==> config.mk <==
export PLATFORM = sky130hd
export DESIGN_NAME = rgba_pixel_blend_unit_top
export DESIGN_NICKNAME = d
export VERILOG_FILES = /design/src/rtl/rpb_pkg.sv /design/src/rtl/rgba_pixel_blend_unit_top.sv
export VERILOG_INCLUDE_DIRS = /design/src /design/src/rtl
export SDC_FILE = /design/constraint.sdc
export NUM_CORES = 1
export LEC_CHECK = 0
export BUFFER_PORTS_ARGS = -buffer_cell sky130_fd_sc_hd__clkbuf_2
export CAP_MARGIN = 30
export CORE_MARGIN = 2
export CORE_UTILIZATION = 45
export CTS_BUF_LIST = sky130_fd_sc_hd__clkbuf_2 sky130_fd_sc_hd__clkbuf_4 sky130_fd_sc_hd__clkbuf_8
export CTS_CLUSTER_DIAMETER = 150
export DETAILED_ROUTE_END_ITERATION = 12
export PLACE_DENSITY = 0.62
export SYNTH_ARGS = -nofsm -noshare
export SYNTH_HDL_FRONTEND = slang
export SYNTH_SLANG_ARGS = --single-unit
export TNS_END_PERCENT = 1
==> constraint.sdc <==
create_clock -name clock -period 5.33 [get_ports clock]
set_input_delay 0.7995 -clock clock [delete_from_list [all_inputs] [get_ports clock]]
set_output_delay 0.7995 -clock clock [all_outputs]
set_load 0.01 [all_outputs]
==> src/rtl/rgba_pixel_blend_unit_top_macros.svh <==
`ifndef RGBA_PIXEL_BLEND_UNIT_TOP_MACROS_SVH
`define RGBA_PIXEL_BLEND_UNIT_TOP_MACROS_SVH

// same-cycle implication, checked while out of reset
`define RPB_ASSERT_NOW(label, clk, rst, ante, cons, msg) \
   label: assert property (@(posedge clk) disable iff (rst) (ante) |-> (cons)) \
      else $error(msg);

// next-cycle implication, checked while out of reset
`define RPB_ASSERT_NEXT(label, clk, rst, ante, cons, msg) \
   label: assert property (@(posedge clk) disable iff (rst) (ante) |=> (cons)) \
      else $error(msg);

`endif

==> src/rtl/rpb_pkg.sv <==
`default_nettype none

package rpb_pkg;

   localparam int ChanW   = 8;
   localparam int NumChan = 4;
   localparam int ProdW   = 2 * ChanW;

   // channel order: red, green, blue, alpha
   localparam int ChAlpha = 3;

   typedef enum logic [2:0] {
      MODE_COPY  = 3'd0,
      MODE_MASK  = 3'd1,
      MODE_ALPHA = 3'd2,
      MODE_ADD   = 3'd3,
      MODE_MUL   = 3'd4
   } mode_type;

   typedef logic [NumChan-1:0][ChanW-1:0] chan4_type;
   typedef logic [NumChan-1:0][ProdW-1:0] prod4_type;

   // floor(x / 255), exact for x up to 255 * 255
   function automatic logic [ChanW-1:0] div255(input logic [ProdW-1:0] x);
      logic [ProdW:0] sum;
      sum = {1'b0, x} + {{(ChanW+1){1'b0}}, x[ProdW-1:ChanW]} + {{ProdW{1'b0}}, 1'b1};
      return sum[ProdW-1:ChanW];
   endfunction

endpackage

`default_nettype wire

==> src/rtl/rgba_pixel_blend_unit_top.sv <==
`default_nettype none

// RGBA8888 blend unit: takes a source and destination pixel per transfer and
// returns the new destination pixel under the mode in csr_blend_mode (copy,
// mask, alpha blend, saturating add, multiply; other codes pass the
// destination through). Four register stages: operand select, 8x8 multiply
// per channel, divide by 255, final combine. One pixel per cycle sustained
// while rsp_ready stays high; a stall on rsp_ready holds the pipeline without
// loss while empty stages still fill. Write the mode only with no pixels in
// flight.
module rgba_pixel_blend_unit_top (
   input  wire logic                   clock,
   input  wire logic                   reset,

   input  wire logic                   csr_valid,
   output logic                        csr_ready,
   input  wire logic [2:0]             csr_blend_mode,

   input  wire logic                   req_valid,
   output logic                        req_ready,
   input  wire logic [rpb_pkg::ChanW-1:0] req_src_red,
   input  wire logic [rpb_pkg::ChanW-1:0] req_src_green,
   input  wire logic [rpb_pkg::ChanW-1:0] req_src_blue,
   input  wire logic [rpb_pkg::ChanW-1:0] req_src_alpha,
   input  wire logic [rpb_pkg::ChanW-1:0] req_dst_red,
   input  wire logic [rpb_pkg::ChanW-1:0] req_dst_green,
   input  wire logic [rpb_pkg::ChanW-1:0] req_dst_blue,
   input  wire logic [rpb_pkg::ChanW-1:0] req_dst_alpha,

   output logic                        rsp_valid,
   input  wire logic                   rsp_ready,
   output logic [rpb_pkg::ChanW-1:0]   rsp_out_red,
   output logic [rpb_pkg::ChanW-1:0]   rsp_out_green,
   output logic [rpb_pkg::ChanW-1:0]   rsp_out_blue,
   output logic [rpb_pkg::ChanW-1:0]   rsp_out_alpha
);
   import rpb_pkg::*;

   `include "rgba_pixel_blend_unit_top_macros.svh"

   mode_type mode_ff, mode_in;

   // stage enables: a stage loads when it is empty or its content moves on
   logic en1, en2, en3, en4;

   // stage 1: operands
   logic        v1_ff, v1_in;
   mode_type    mode1_ff;
   chan4_type   src1_ff, dst1_ff, opa1_ff, opb1_ff;
   chan4_type   src_in, dst_in, opa_in, opb_in;
   logic [NumChan-1:0] neg1_ff, neg_in;

   // stage 2: products
   logic        v2_ff, v2_in;
   mode_type    mode2_ff;
   chan4_type   src2_ff, dst2_ff;
   logic [NumChan-1:0] neg2_ff;
   prod4_type   prod2_ff, prod_in;

   // stage 3: quotients
   logic        v3_ff, v3_in;
   mode_type    mode3_ff;
   chan4_type   src3_ff, dst3_ff, quo3_ff, quo_in;
   logic [NumChan-1:0] neg3_ff;

   // stage 4: result
   logic        v4_ff, v4_in;
   chan4_type   res4_ff, res_in;

   assign en4 = !v4_ff || rsp_ready;
   assign en3 = !v3_ff || en4;
   assign en2 = !v2_ff || en3;
   assign en1 = !v1_ff || en2;

   assign req_ready = en1;
   assign csr_ready = 1'b1;

   assign v1_in = en1 ? req_valid : v1_ff;
   assign v2_in = en2 ? v1_ff : v2_ff;
   assign v3_in = en3 ? v2_ff : v3_ff;
   assign v4_in = en4 ? v3_ff : v4_ff;

   assign mode_in = (csr_valid && csr_ready) ? mode_type'(csr_blend_mode) : mode_ff;

   assign src_in = {req_src_alpha, req_src_blue, req_src_green, req_src_red};
   assign dst_in = {req_dst_alpha, req_dst_blue, req_dst_green, req_dst_red};

   // multiplier operands per channel
   always_comb begin
      for (int i = 0; i < NumChan; i++) begin
         opa_in[i] = '0;
         opb_in[i] = '0;
         neg_in[i] = 1'b0;
         unique case (mode_ff)
            MODE_MUL: begin
               opa_in[i] = dst_in[i];
               opb_in[i] = src_in[i];
            end
            MODE_ALPHA: begin
               if (i != ChAlpha) begin
                  neg_in[i] = src_in[i] < dst_in[i];
                  opa_in[i] = neg_in[i] ? (dst_in[i] - src_in[i])
                                        : (src_in[i] - dst_in[i]);
                  opb_in[i] = src_in[ChAlpha];
               end
            end
            MODE_ADD: begin
               if (i != ChAlpha) begin
                  opa_in[i] = src_in[i];
                  opb_in[i] = src_in[ChAlpha];
               end
            end
            default: begin
               opa_in[i] = '0;
               opb_in[i] = '0;
            end
         endcase
      end
   end

   always_comb begin
      for (int i = 0; i < NumChan; i++) begin
         prod_in[i] = opa1_ff[i] * opb1_ff[i];
         quo_in[i]  = div255(prod2_ff[i]);
      end
   end

   // final combine
   always_comb begin
      logic [ChanW:0] sum;
      for (int i = 0; i < NumChan; i++) begin
         sum       = {1'b0, dst3_ff[i]} + {1'b0, quo3_ff[i]};
         res_in[i] = dst3_ff[i];
         unique case (mode3_ff)
            MODE_COPY: res_in[i] = src3_ff[i];
            MODE_MASK: begin
               if (src3_ff[ChAlpha] != '0) begin
                  res_in[i] = src3_ff[i];
               end
            end
            MODE_ALPHA: begin
               if (i != ChAlpha) begin
                  res_in[i] = neg3_ff[i] ? (dst3_ff[i] - quo3_ff[i])
                                         : (dst3_ff[i] + quo3_ff[i]);
               end
            end
            MODE_ADD: begin
               if (i != ChAlpha) begin
                  res_in[i] = sum[ChanW] ? {ChanW{1'b1}} : sum[ChanW-1:0];
               end
            end
            MODE_MUL: res_in[i] = quo3_ff[i];
            default:  res_in[i] = dst3_ff[i];
         endcase
      end
   end

   always_ff @(posedge clock) begin
      if (reset) begin
         mode_ff <= MODE_COPY;
         v1_ff   <= 1'b0;
         v2_ff   <= 1'b0;
         v3_ff   <= 1'b0;
         v4_ff   <= 1'b0;
      end else begin
         mode_ff <= mode_in;
         v1_ff   <= v1_in;
         v2_ff   <= v2_in;
         v3_ff   <= v3_in;
         v4_ff   <= v4_in;
      end
   end

   always_ff @(posedge clock) begin
      if (en1) begin
         mode1_ff <= mode_ff;
         src1_ff  <= src_in;
         dst1_ff  <= dst_in;
         opa1_ff  <= opa_in;
         opb1_ff  <= opb_in;
         neg1_ff  <= neg_in;
      end
      if (en2) begin
         mode2_ff <= mode1_ff;
         src2_ff  <= src1_ff;
         dst2_ff  <= dst1_ff;
         neg2_ff  <= neg1_ff;
         prod2_ff <= prod_in;
      end
      if (en3) begin
         mode3_ff <= mode2_ff;
         src3_ff  <= src2_ff;
         dst3_ff  <= dst2_ff;
         neg3_ff  <= neg2_ff;
         quo3_ff  <= quo_in;
      end
      if (en4) begin
         res4_ff <= res_in;
      end
   end

   assign rsp_valid     = v4_ff;
   assign rsp_out_red   = res4_ff[0];
   assign rsp_out_green = res4_ff[1];
   assign rsp_out_blue  = res4_ff[2];
   assign rsp_out_alpha = res4_ff[ChAlpha];

   `RPB_ASSERT_NEXT(a_accept_fills_s1, clock, reset, req_valid && req_ready, v1_ff,
      "accepted pixel did not enter the first stage")
   `RPB_ASSERT_NEXT(a_prod_held, clock, reset, v2_ff && !en3, v2_ff && $stable(prod2_ff),
      "stalled product stage lost or changed its data")
   `RPB_ASSERT_NOW(a_ready_when_empty, clock, reset, !v1_ff && !v2_ff && !v3_ff && !v4_ff,
      req_ready, "empty pipeline refused a pixel")

endmodule

`default_nettype wire

==> out/results.tsv <==
metric	value	unit
top_reg_cell synth	edfxtp_1	
Rel. slew slack	30.23	%
DR pass1 iterations	7	
Post-synth EDFFs	402	
Hold Buf Count CTS	0	
Critical Path End Type	flip-flop	
Crit Path Class	reg -> reg	
Setup crit start	opa1_ff[3]	
syn nets	2937	
Crit Reg-Reg Endpoint	prod2_ff[15]	
Startpoint Class	flip-flop	
FFs w/ async S/R, synth	0	%
clk sinks	409	
worst vdd ir	0.0001450	V
area leader, netlist	edfxtp_1	
Post-Route WL	68230	um
maxcap violations	0	
Area Overhead vs Synth	10.40	%
vias in the first global route	18950	
synth cell count leaders	402 x edfxtp_1, 308 x inv_1, 265 x ha_1	
initial DRC count	1471	
Yosys top cell area share	43.32	%
initial core utilization	45.32	%
antenna-violating nets left	0	
CP Cell Sequence	and2_1 -> fa_1 -> inv_1 -> fa_1 -> inv_1 -> fa_1 -> inv_1 -> fa_1 -> inv_1 -> ha_1 -> a21boi_0 -> o31a_1 -> o311ai_0 -> a21oi_1 -> xnor2_1	
total CTS buffers	71	
Core Area	0.06148	mm2
TritonCTS clock tree	built	
GRT overflow	0	
max frequency	208.0	MHz
YS warnings	0	
Post-DP Area	0.02935	mm2
Die X	252.8	um
DP HPWL	51470	um
# IOs	107	
crit-path max FO	8	
crit path capture	prod2_ff[15]	
vias per inst	5.454	
CP bufs+invs	4	
FP Rows	91	
Gate Count Post-Synth	2444	
syn avg cell area	11.40	um2
Post-CTS Repair Setup Buffers	0	
end-of-flow core utilization	50.04	%
Via Count	18730	
worst slew pin tran	1.044	ns
fill count	5438	
Synth area leaders	edfxtp_1 43%, ha_1 12%, fa_1 11%	
post-CTS sizing	0	
Worst Hold Class	in -> reg	
Final Wtd Congestion	0.8616	
clock-pin slew on the worst setup and hold paths	0.06	ns
Finish-stage setup viols	0	
setup_tns	0	ns
IO buf count	105	
Final Cell Area	0.03076	mm2
family with the most delay on the worst path	adder cells	
slack of the worst reg-to-reg path	0.52	ns
post-detailed-route wirelength per cell	19.87	um
GRT Util Overall	21.76	%
number of nets in the layout	3083	
outcome	complete, no violations	
Max Slew Vio Count	0	
die height	252.8	um
PwrDens	269.4	mW/mm2
most numerous cell in the Yosys netlist	edfxtp_1	
CP required	5.69	ns
number of cells on the critical path	15	
Synth Cell Area	0.02787	mm2
share of layout cells above drive strength 1	9.580	%
Crit-path slowest cell	fa_1	
initial antenna violation count	8	
FF-to-FF Start	opa1_ff[3]	
CTS root buf	clkbuf_8	
Leak	14.11	nW
unrepaired setup endpoints after global routing	false	
fin crit share	90.20	%
first-pass GRT wire length	106400	um
sequential element share of the synthesized area	43.82	%
minimum clock period	4.808	ns
largest net degree at the start of global routing	131	
reg2reg path depth	15	
clk buf depth	3	
H-Tree Depth	3	
worst skew pair latency	0.64	ns
CP max stage delay	0.53	ns
die area	0.06393	mm2
synth unique cells	69	
DRC violation count after routing	0	
Worst Skew	0.02998	ns
final hold vios	0	
Critical Path AT	5.17	ns
flops & latches, synth	409	
## state kept, by name (all words and copies together) (netlist names), 8 cells and up
| register | cells |
|---|---|
| rsp_out_red | 8 |
| dst2_ff | 32 |
| dst1_ff | 32 |
| src1_ff | 32 |
| rsp_out_green | 8 |
| quo3_ff | 32 |
| src3_ff | 32 |
| opb1_ff | 32 |
| rsp_out_alpha | 8 |
| rsp_out_blue | 8 |
| prod2_ff | 64 |
| src2_ff | 32 |
| opa1_ff | 32 |
| dst3_ff | 32 |
## final cells by class
type,count,area (um2),share of cell area (%)
tap,790,988.4,3.213
inverter,308,1159,3.766
clock inverter,39,292.8,0.9517
sequential,409,12210,39.69
multi-input combinational,1677,14320,46.53
timing repair buffer,123,700.7,2.278
clock buffer,85,1089,3.538
antenna,3,7.507,0.02440
## through the flow
stage	worst slack [ns]	hold slack [ns]	cells	total power, mW
6_report	0.5224	0.3491	3434	8.288
5_1_grt	0.1895	0.3229	3432	8.697
3_5_place_dp	0.5184	0.4045	3306	5.497
2_1_floorplan	0.5679	0.4003	2444	5.019
4_1_cts	0.5052	0.2928	3430	8.365
3_3_place_gp	0.5675	0.4004	3305	5.456
## power breakdown
part | switching (mW) | internal [mW]
Sequential | 0.200 | 3.77
Combinational | 0.823 | 0.658
Clock | 1.29 | 1.55
## metal layers
metal | part of all wire (%) | vias up | global-route usage (%) | wire [um]
li1 | - | 8869 | - | -
met1 | 46 | 9206 | 30.19 | 31140
met2 | 45 | 520 | 34.76 | 30990
met3 | 6.2 | 125 | 3.639 | 4217
met4 | 2.7 | 8 | 7.253 | 1834
met5 | 0.079 | - | 0 | 54
## logic make-up (layout without fill, tap and decap cells)
kind of cell / count (synthesis) / in the layout / synth area share, %
simple gates: 610 / 610 / 11.41
compound gates: 474 / 474 / 11.18
fa+ha+maj: 421 / 421 / 23.11
flops: 409 / 409 / 43.82
buf+inv: 358 / 555 / 4.899
xor+xnor: 135 / 135 / 4.243
mux: 36 / 36 / 1.325
other cells: 1 / 4 / 0.01346
## worst reg2reg max path, delay by kind of cell, from the launching register on
family / cells / cell delay, ns
XOR/XNOR: 1 / 0.15
flip-flops: 1 / 0.51
adder cells (fa/ha/maj): 5 / 2.40
AND/OR/NAND/NOR: 1 / 0.22
AO/OA/AOI/OAI: 4 / 1.05
buffers and inverters: 4 / 0.20
## placed cells by master (no fill, tap or decap), types with 9 or more instances in the layout
master / instances
and3_1: 12
o31a_1: 9
clkbuf_8: 72
a21oi_1: 137
o21a_1: 35
mux2i_1: 32
or3_1: 12
clkbuf_2: 105
xnor2_1: 106
ha_1: 265
a222oi_1: 9
nor3_1: 28
clkinv_1: 18
buf_4: 15
a21o_1: 26
edfxtp_1: 402
xor2_1: 29
o22ai_1: 17
fa_1: 156
o22a_1: 15
clkinv_2: 10
a31oi_1: 13
clkbuf_4: 13
a22o_1: 30
nor2b_1: 26
and2_1: 218
inv_1: 307
o211ai_1: 9
nand3_1: 18
a22oi_1: 10
nor2_1: 121
nand2_1: 120
nand2b_1: 15
o21ai_0: 97
## worst min-delay path by stage
| stage | to | startpoint | cells past startpoint | slack [ns] |
|---|---|---|---|---|
| 2_1_floorplan | dst2_ff[0] | dst1_ff[0] | 0 | 0.40 |
| 3_3_place_gp | src3_ff[8] | src2_ff[8] | 0 | 0.40 |
| 3_5_place_dp | dst2_ff[14] | dst1_ff[14] | 0 | 0.40 |
| 4_1_cts | dst1_ff[29] | req_dst_alpha[5] | 1 | 0.29 |
| 5_1_grt | dst1_ff[29] | req_dst_alpha[5] | 1 | 0.32 |
| 6_report | dst1_ff[30] | req_dst_alpha[6] | 1 | 0.35 |
No activity file was read; power rests on OpenSTA's default activity.
